===== src/design/nearest_target_gate_ema_assert.svh =====
// Assertion macros for the nearest target gate block.
// Used by nearest_target_gate_ema.sv; expects signals clk and rst_n in scope.
`ifndef NEAREST_TARGET_GATE_EMA_ASSERT_SVH
`define NEAREST_TARGET_GATE_EMA_ASSERT_SVH

`ifndef SYNTHESIS

// Checked on every rising edge of clk once reset has been released.
`define NTGE_ASSERT(label, prop, msg) \
    label: assert property (@(posedge clk) disable iff (!rst_n) (prop)) else $error(msg);

// Checked on every rising edge of clk, during reset as well.
`define NTGE_ASSERT_ALWAYS(label, prop, msg) \
    label: assert property (@(posedge clk) (prop)) else $error(msg);

`else

`define NTGE_ASSERT(label, prop, msg)
`define NTGE_ASSERT_ALWAYS(label, prop, msg)

`endif

`endif


===== src/design/ntge_pkg.sv =====
// Package for the nearest target gate block: widths, codes, reset values
// and the exponential averaging function. No dependencies.
`timescale 1ns / 1ps

package ntge_pkg;

    localparam int RANGE_W = 18;
    localparam int FIELD_W = 16;
    localparam int ALPHA_W = 17;
    localparam int TICK_W  = 16;
    localparam int BLEND_W = RANGE_W + 1;

    localparam logic [RANGE_W-1:0] ONE_KM_LIMIT = 18'd256000;
    localparam logic [ALPHA_W-1:0] ALPHA_ONE    = 17'd65536;
    localparam logic [TICK_W-1:0]  TICK_MAX     = 16'hFFFF;

    localparam logic [RANGE_W-1:0] MIN_RANGE_RST = 18'd0;
    localparam logic [RANGE_W-1:0] MAX_RANGE_RST = 18'd25600;
    localparam logic [ALPHA_W-1:0] ALPHA_RST     = 17'd6554;
    localparam logic [TICK_W-1:0]  TIMEOUT_RST   = 16'd3000;

    localparam int IN_DATA_W  = 72;
    localparam int OUT_DATA_W = 72;

    // Request kinds carried in s_tuser.
    localparam logic [1:0] OP_DETECTION = 2'd0;
    localparam logic [1:0] OP_FRAME_END = 2'd1;
    localparam logic [1:0] OP_TICK      = 2'd2;

    // Register indexes, taken from paddr[4:2].
    localparam logic [2:0] REG_MIN_RANGE = 3'd0;
    localparam logic [2:0] REG_MAX_RANGE = 3'd1;
    localparam logic [2:0] REG_SMOOTHING = 3'd2;
    localparam logic [2:0] REG_ALPHA     = 3'd3;
    localparam logic [2:0] REG_TIMEOUT   = 3'd4;

    // held + floor(a * (x - held) / 65536). For a up to 65536 the result lies
    // between held and x, so it always fits back into the operand width.
    function automatic logic signed [BLEND_W-1:0] blend(
        input logic signed [BLEND_W-1:0] held,
        input logic signed [BLEND_W-1:0] x,
        input logic        [ALPHA_W-1:0] a
    );
        logic signed [BLEND_W:0]           diff;
        logic signed [BLEND_W+ALPHA_W+1:0] prod;
        logic signed [BLEND_W+2:0]         quot;
        logic signed [BLEND_W+2:0]         sum;
        diff = {x[BLEND_W-1], x} - {held[BLEND_W-1], held};
        prod = $signed({1'b0, a}) * diff;
        // Dropping the low 16 bits of a two's complement value is a floor.
        quot = prod[BLEND_W+ALPHA_W+1:16];
        sum  = {{3{held[BLEND_W-1]}}, held} + quot;
        return sum[BLEND_W-1:0];
    endfunction

endpackage


===== src/design/nearest_target_gate_ema.sv =====
// Nearest target gate with exponential averaging, top level.
// Depends on ntge_pkg and nearest_target_gate_ema_assert.svh.
`timescale 1ns / 1ps
//
//  Channel   Direction  Signals                                   Content
//  s_*       in         s_tvalid s_tready s_tdata s_tuser         detection, frame end, tick
//  m_*       out        m_tvalid m_tready m_tdata                 held target at frame end
//  APB       in/out     psel penable pwrite paddr pwdata prdata   five config registers
//
//  Each request is held in the input register; the gate, the four averaging
//  multipliers and the state update run between it and the state and result
//  registers, so one request is taken every cycle unless a frame end waits.
//  m_tvalid rises after a frame end leaves the input register, if held range < ONE_KM_LIMIT.
//  A frame end waits in the input register only while the result register
//  is full and stalled; detections and ticks pass regardless.
//  Reset clears the control state and loads the register defaults at once.

`include "nearest_target_gate_ema_assert.svh"

module nearest_target_gate_ema
    import ntge_pkg::*;
(
    input  logic                  clk,
    input  logic                  rst_n,
    input  logic                  s_tvalid,
    output logic                  s_tready,
    // [17:0] det_range, [33:18] det_speed, [49:34] det_azimuth,
    // [65:50] det_elevation, [71:66] zero
    input  logic [IN_DATA_W-1:0]  s_tdata,
    // [1:0] op
    input  logic [1:0]            s_tuser,
    output logic                  m_tvalid,
    input  logic                  m_tready,
    // [17:0] out_range, [33:18] out_speed, [49:34] out_azimuth,
    // [65:50] out_elevation, [71:66] zero
    output logic [OUT_DATA_W-1:0] m_tdata,
    input  logic                  psel,
    input  logic                  penable,
    input  logic                  pwrite,
    input  logic [4:0]            paddr,
    input  logic [31:0]           pwdata,
    output logic [31:0]           prdata,
    output logic                  pready
);

    // Configuration registers.
    logic [RANGE_W-1:0] min_range_reg;
    logic [RANGE_W-1:0] max_range_reg;
    logic               smoothing_on_reg;
    logic [ALPHA_W-1:0] alpha_reg;
    logic [TICK_W-1:0]  timeout_ticks_reg;

    logic       cfg_write;
    logic [2:0] cfg_index;

    assign pready    = 1'b1;
    assign cfg_write = psel & penable & pwrite & pready;
    assign cfg_index = paddr[4:2];

    always_ff @(posedge clk or negedge rst_n)
    begin
        if (!rst_n)
        begin
            min_range_reg     <= MIN_RANGE_RST;
            max_range_reg     <= MAX_RANGE_RST;
            smoothing_on_reg  <= 1'b0;
            alpha_reg         <= ALPHA_RST;
            timeout_ticks_reg <= TIMEOUT_RST;
        end
        else if (cfg_write)
        begin
            unique case (cfg_index)
                REG_MIN_RANGE: min_range_reg     <= pwdata[RANGE_W-1:0];
                REG_MAX_RANGE: max_range_reg     <= pwdata[RANGE_W-1:0];
                REG_SMOOTHING: smoothing_on_reg  <= pwdata[0];
                REG_ALPHA:     alpha_reg         <= pwdata[ALPHA_W-1:0];
                REG_TIMEOUT:   timeout_ticks_reg <= pwdata[TICK_W-1:0];
                default:       ;
            endcase
        end
    end

    always_comb
    begin
        unique case (cfg_index)
            REG_MIN_RANGE: prdata = {{(32-RANGE_W){1'b0}}, min_range_reg};
            REG_MAX_RANGE: prdata = {{(32-RANGE_W){1'b0}}, max_range_reg};
            REG_SMOOTHING: prdata = {31'd0, smoothing_on_reg};
            REG_ALPHA:     prdata = {{(32-ALPHA_W){1'b0}}, alpha_reg};
            REG_TIMEOUT:   prdata = {{(32-TICK_W){1'b0}}, timeout_ticks_reg};
            default:       prdata = 32'd0;
        endcase
    end

    // Input register.
    logic               in_valid_reg;
    logic [1:0]         in_op_reg;
    logic [RANGE_W-1:0] in_range_reg;
    logic [FIELD_W-1:0] in_speed_reg;
    logic [FIELD_W-1:0] in_azimuth_reg;
    logic [FIELD_W-1:0] in_elevation_reg;

    // Tracker state.
    logic [RANGE_W-1:0] held_range_reg,     held_range_next;
    logic [FIELD_W-1:0] held_speed_reg,     held_speed_next;
    logic [FIELD_W-1:0] held_azimuth_reg,   held_azimuth_next;
    logic [FIELD_W-1:0] held_elevation_reg, held_elevation_next;
    logic               tracking_valid_reg, tracking_valid_next;
    logic [RANGE_W-1:0] frame_nearest_reg,  frame_nearest_next;
    logic [TICK_W-1:0]  ticks_reg,          ticks_next;

    // Result register.
    logic                  out_valid_reg,  out_valid_next;
    logic [OUT_DATA_W-1:0] out_data_reg;

    logic s_accept;
    logic in_is_frame_end;
    logic emit;
    logic out_free;
    logic in_fire;

    assign in_is_frame_end = (in_op_reg == OP_FRAME_END);
    assign emit            = in_is_frame_end && (held_range_reg < ONE_KM_LIMIT);
    assign out_free        = !out_valid_reg || m_tready;
    // A frame end needs the result register; other requests never block.
    assign in_fire         = in_valid_reg && (!in_is_frame_end || out_free);
    assign s_tready        = !in_valid_reg || in_fire;
    assign s_accept        = s_tvalid && s_tready;

    always_ff @(posedge clk or negedge rst_n)
    begin
        if (!rst_n)
        begin
            in_valid_reg <= 1'b0;
        end
        else if (s_tready)
        begin
            in_valid_reg <= s_tvalid;
        end
    end

    always_ff @(posedge clk)
    begin
        if (s_accept)
        begin
            in_op_reg        <= s_tuser;
            in_range_reg     <= s_tdata[17:0];
            in_speed_reg     <= s_tdata[33:18];
            in_azimuth_reg   <= s_tdata[49:34];
            in_elevation_reg <= s_tdata[65:50];
        end
    end

    // Detection path: gate, timeout, nearest test and averaging.
    logic [ALPHA_W-1:0]        alpha_eff;
    logic                      in_gate;
    logic                      timed_out;
    logic                      track_now;
    logic                      nearer;
    logic signed [BLEND_W-1:0] avg_range;
    logic signed [BLEND_W-1:0] avg_speed;
    logic signed [BLEND_W-1:0] avg_azimuth;
    logic signed [BLEND_W-1:0] avg_elevation;

    assign alpha_eff = (alpha_reg > ALPHA_ONE) ? ALPHA_ONE : alpha_reg;
    assign in_gate   = (in_range_reg >= min_range_reg) && (in_range_reg <= max_range_reg);
    assign timed_out = ticks_reg > timeout_ticks_reg;
    assign track_now = tracking_valid_reg && !timed_out;
    assign nearer    = frame_nearest_reg > in_range_reg;

    assign avg_range = blend($signed({1'b0, held_range_reg}),
                             $signed({1'b0, in_range_reg}), alpha_eff);
    assign avg_speed = blend($signed({{3{held_speed_reg[FIELD_W-1]}}, held_speed_reg}),
                             $signed({{3{in_speed_reg[FIELD_W-1]}}, in_speed_reg}),
                             alpha_eff);
    assign avg_azimuth = blend(
        $signed({{3{held_azimuth_reg[FIELD_W-1]}}, held_azimuth_reg}),
        $signed({{3{in_azimuth_reg[FIELD_W-1]}}, in_azimuth_reg}), alpha_eff);
    assign avg_elevation = blend(
        $signed({{3{held_elevation_reg[FIELD_W-1]}}, held_elevation_reg}),
        $signed({{3{in_elevation_reg[FIELD_W-1]}}, in_elevation_reg}), alpha_eff);

    always_comb
    begin
        held_range_next     = held_range_reg;
        held_speed_next     = held_speed_reg;
        held_azimuth_next   = held_azimuth_reg;
        held_elevation_next = held_elevation_reg;
        tracking_valid_next = tracking_valid_reg;
        frame_nearest_next  = frame_nearest_reg;
        ticks_next          = ticks_reg;
        if (in_fire)
        begin
            unique case (in_op_reg)
                OP_DETECTION:
                begin
                    if (in_gate)
                    begin
                        tracking_valid_next = track_now;
                        if (nearer)
                        begin
                            if (smoothing_on_reg && track_now)
                            begin
                                held_range_next     = avg_range[RANGE_W-1:0];
                                held_speed_next     = avg_speed[FIELD_W-1:0];
                                held_azimuth_next   = avg_azimuth[FIELD_W-1:0];
                                held_elevation_next = avg_elevation[FIELD_W-1:0];
                            end
                            else
                            begin
                                held_range_next     = in_range_reg;
                                held_speed_next     = in_speed_reg;
                                held_azimuth_next   = in_azimuth_reg;
                                held_elevation_next = in_elevation_reg;
                                if (smoothing_on_reg)
                                begin
                                    tracking_valid_next = 1'b1;
                                end
                            end
                            frame_nearest_next = in_range_reg;
                        end
                    end
                end
                OP_FRAME_END:
                begin
                    ticks_next         = '0;
                    frame_nearest_next = ONE_KM_LIMIT;
                end
                OP_TICK:
                begin
                    if (ticks_reg < TICK_MAX)
                    begin
                        ticks_next = ticks_reg + 1'b1;
                    end
                end
                default: ;
            endcase
        end
    end

    always_ff @(posedge clk or negedge rst_n)
    begin
        if (!rst_n)
        begin
            held_range_reg     <= '0;
            held_speed_reg     <= '0;
            held_azimuth_reg   <= '0;
            held_elevation_reg <= '0;
            tracking_valid_reg <= 1'b0;
            frame_nearest_reg  <= ONE_KM_LIMIT;
            ticks_reg          <= '0;
        end
        else
        begin
            held_range_reg     <= held_range_next;
            held_speed_reg     <= held_speed_next;
            held_azimuth_reg   <= held_azimuth_next;
            held_elevation_reg <= held_elevation_next;
            tracking_valid_reg <= tracking_valid_next;
            frame_nearest_reg  <= frame_nearest_next;
            ticks_reg          <= ticks_next;
        end
    end

    // Result register.
    logic out_load;

    assign out_load = in_fire && emit;

    always_comb
    begin
        out_valid_next = out_valid_reg;
        if (out_load)
        begin
            out_valid_next = 1'b1;
        end
        else if (m_tready)
        begin
            out_valid_next = 1'b0;
        end
    end

    always_ff @(posedge clk or negedge rst_n)
    begin
        if (!rst_n)
        begin
            out_valid_reg <= 1'b0;
        end
        else
        begin
            out_valid_reg <= out_valid_next;
        end
    end

    always_ff @(posedge clk)
    begin
        if (out_load)
        begin
            out_data_reg <= {6'd0, held_elevation_reg, held_azimuth_reg,
                             held_speed_reg, held_range_reg};
        end
    end

    assign m_tvalid = out_valid_reg;
    assign m_tdata  = out_data_reg;

    // Assertions.
    `NTGE_ASSERT_ALWAYS(a_pready_high, pready, "pready dropped")
    `NTGE_ASSERT(a_nearest_bound, frame_nearest_reg <= ONE_KM_LIMIT,
        "frame minimum above 1000 m")
    `NTGE_ASSERT(a_no_overwrite, (out_valid_reg && !m_tready) |-> !out_load,
        "result overwritten while stalled")
    `NTGE_ASSERT(a_load_shows, out_load |=> m_tvalid, "loaded result not presented")
    `NTGE_ASSERT(a_track_needs_smooth,
        $rose(tracking_valid_reg) |-> $past(smoothing_on_reg),
        "tracking set with smoothing off")
    `NTGE_ASSERT(a_frame_end_clears,
        (in_fire && in_is_frame_end) |=>
            (ticks_reg == '0 && frame_nearest_reg == ONE_KM_LIMIT),
        "frame end did not restart frame")

endmodule


===== config.mk =====
export PLATFORM = sky130hd
export DESIGN_NAME = nearest_target_gate_ema
export DESIGN_NICKNAME = d
export VERILOG_FILES = /design/src/design/ntge_pkg.sv /design/src/design/nearest_target_gate_ema.sv
export VERILOG_INCLUDE_DIRS = /design/src /design/src/design
export SDC_FILE = /design/constraint.sdc
export NUM_CORES = 2
export LEC_CHECK = 0
export ABC_AREA = 1
export BUFFER_PORTS_ARGS = -buffer_cell sky130_fd_sc_hd__buf_2
export CAP_MARGIN = 10
export CORE_MARGIN = 2
export CORE_UTILIZATION = 30
export CTS_CLUSTER_SIZE = 40
export DETAILED_ROUTE_END_ITERATION = 7
export PLACE_DENSITY_LB_ADDON = 0.25
export SYNTH_ARGS = -nofsm -noshare
export SYNTH_HDL_FRONTEND = slang
export SYNTH_SLANG_ARGS = --single-unit
export TNS_END_PERCENT = 20

===== constraint.sdc =====
create_clock -name clk -period 7.78 [get_ports clk]
set_clock_uncertainty 0.15 [all_clocks]
set_input_delay 1.556 -clock clk [delete_from_list [all_inputs] [get_ports clk]]
set_output_delay 1.556 -clock clk [all_outputs]
set_load 0.02 [all_outputs]

==> metrics <==
status finished with violations; violated checks setup timing; GPL Wtd Cong a little under 0.9; Max Slew Vio Count 0; clock sinks roughly 310; RSZ-0062 raised after global routing true; worst setup margin -941.9 ps; Avg Inst Size Synth roughly 8 sq um; Area growth, synth to finish 30.83%; Critical Path End Type register; fin util about 40%; core area approximately 200,000 sq um; EDFF count, synth 134; gr usage total about a fifth; flip-flop count of the largest register after layout between 60 and 70; initial antenna violation count 3; Worst path slowest cell fa_1; Worst Hold Class reg2reg; vias in the first global route about 55,000; worst skew pair latency ~600 ps; I/O Pins about 230; TritonCTS Buffers 38; Cells after DPL 11,220; share of cells above drive strength 1 around 25%; Synth Instances about 7,400; r2r worst-path depth just under 50; worst slew margin relative to its limit between 20% and 30%; Area after DPL around 73,000 sq um; Req. time, crit path 8100 ps; clock buffer depth 3; Worst Setup Start Kind register; first-pass GRT wire length approximately 310 mm; num rows about 160; Final #Nets 10,400; CTS root buffer clkbuf_16; Hold Buf Count CTS 0; Async S/R FF share, synth 56.35%; first-pass iteration count of the detailed router 5; mean number of vias per cell ~4.6; H-tree depth 2; CTS tree built; top_reg_cell synth dfrtp_1; GRT Residual Overflow 0; dominant cell type by area after synthesis fa_1; worst reg2reg path endpoint held_speed_reg[15]; worst reg-to-reg setup slack -940 ps; post-synth cell types a little over 70; pin slew with the least headroom to its limit ~1100 ps; drt drc 0; final worst path period need 8722 ps; part of the Yosys area used for sequential elements around 14%; vias post-DR just over 50,000; die area 202,100 sq um; dpl hpwl roughly 160 mm; Port Buffers 181; CP arrival 9040 ps; Final Cycle Share 112.1%; DR iter-0 viols 2,818; MaxCap Viol Count 0; Final setup viols 60; final hold vios 0; min-delay src min_range_reg[3]; final cell count without fillers ~11,000; Die Width 449.6 um; antenna viol nets, final 0; Worst path max stage delay between 500 and 600 ps; Initial Utilization between 30 and 40%; worst hold endpoint min_range_reg[3]; dpl ws -1243 ps; post-route cell area around 78,000 sq um; Clock Pin Slew Worst Setup and Hold Paths about 60 ps; Worst Hold Depth 2; Routed WL roughly 190 mm; mapped cell area about 60,000 sq um; Crit Reg-Reg Startpoint held_speed_reg[0]; cell mode on critical path nand2_1; Die Span Y between 400 and 500 um; pin count of the biggest net entering global routing between 100 and 150; YS warnings 0; share of the synthesized area in the top cell type approximately a third; synth top area cells fa_1, ha_1, inv_1, nand2_1, edfxtp_1; CP Max Fanout 4; wire per inst 17.11 um; synthesized flop and latch total between 300 and 400; critical path class reg2reg; f_max approximately 110 MHz
synth_stat cells, types with 5 or more instances:
cell         n
inv_1     1773
nand2_1   1567
fa_1       981
nor2_1     673
ha_1       608
a21oi_1    297
o21ai_0    283
nand3_1    177
dfrtp_1    150
edfxtp_1   134
clkbuf_1   117
xor2_1      77
buf_2       68
xnor2_1     52
nor3_1      49
nand4_1     36
a21o_1      30
inv_2       28
buf_4       26
nor2_2      25
dfstp_2     23
o21bai_1    20
or2_2       20
a31oi_1     19
nand2_2     17
o22ai_1     17
buf_1       15
clkinv_1    15
nor4_1      15
o21ai_1     13
nand3b_1    10
o31ai_1     10
a21boi_0     7
a211oi_1     6
nor2_4       6
o211ai_1     6
nor3_2       5
xor2_2       5
cell usage in the layout, fill, tap and decap left out, types with 68 or more instances in the layout:
cell type / count
ha_4: 92
inv_1: 1715
nor2_1: 626
fa_1: 955
a21oi_2: 68
a21oi_1: 219
nand2_1: 1456
dfrtp_1: 150
buf_4: 1123
nand2_2: 106
buf_2: 180
ha_1: 512
nand3_1: 159
o21ai_1: 83
edfxtp_1: 134
buf_12: 82
o21ai_0: 198
worst max-delay path, delay by kind of cell (launching register included):
family,cells,cell delay [ps]
simple gates,23,2110
flops,1,380
fa+ha+maj,10,3840
xor+xnor,1,200
compound gates,9,1490
buf+inv,6,390
cell families after synthesis:
group | Yosys count | synth area share (%)
other cells | 2 | 0.01261
compound gates | 737 | 6.857
fa+ha+maj | 1589 | 45.75
simple gates | 2620 | 17.79
buf+inv | 2047 | 13.24
xor+xnor | 141 | 2.281
flops | 307 | 14.07
worst max path at each step:
stage / start / to / slack [ps] / depth (start not counted)
after floorplan: held_elevation_reg[0] / held_elevation_reg[15] / -280 / 51
after global placement: in_elevation_reg[0] / held_elevation_reg[15] / -1220 / 51
after global routing: in_azimuth_reg[0] / held_azimuth_reg[15] / -1490 / 52
after CTS: in_azimuth_reg[1] / held_azimuth_reg[15] / -960 / 50
final: held_speed_reg[0] / held_speed_reg[15] / -940 / 49
after detailed placement: in_range_reg[1] / held_range_reg[15] / -1240 / 44
metal layers:
metal  up-vias  global-route usage (%)  wire length [um]
met1     25800                   25.78             85870
li1      24820                       -                 -
met4         0                   5.343              5631
met3       253                   1.715              7946
met5         -                       0                 0
met2      1105                   33.52             95070
through the flow:
stage	TNS (ps)	hold WS (ps)
final	-32720	334.5
after global routing	-60740	357.5
after CTS	-31010	338.0
after detailed placement	-50130	323.7
after global placement	-47710	320.2
after floorplan	-1994	300.6
repair_timing:
action / 4_1_cts / 5_1_grt
resized for setup: 372 / 280
cloned: 1 / 0
pin swaps: 206 / 198
endpoints found under the setup margin: 62 / 63
buffers inserted: 55 / 30
area by class of cell:
| type | count | area (sq um) |
|---|---|---|
| Clock inverter | 22 | 246.5 |
| Sequential cell | 307 | 8382 |
| Inverter | 1818 | 6914 |
| Tap cell | 2640 | 3303 |
| Fill cell | 20090 | 119300 |
| Clock buffer | 46 | 1031 |
| Timing Repair Buffer | 1423 | 11400 |
| Antenna cell | 1 | 2.502 |
| Multi-Input combinational cell | 5109 | 46640 |
Power is left out: the tool's default activity adds up to more than one toggle a clock period on the data nets, which glitch-free logic cannot reach.
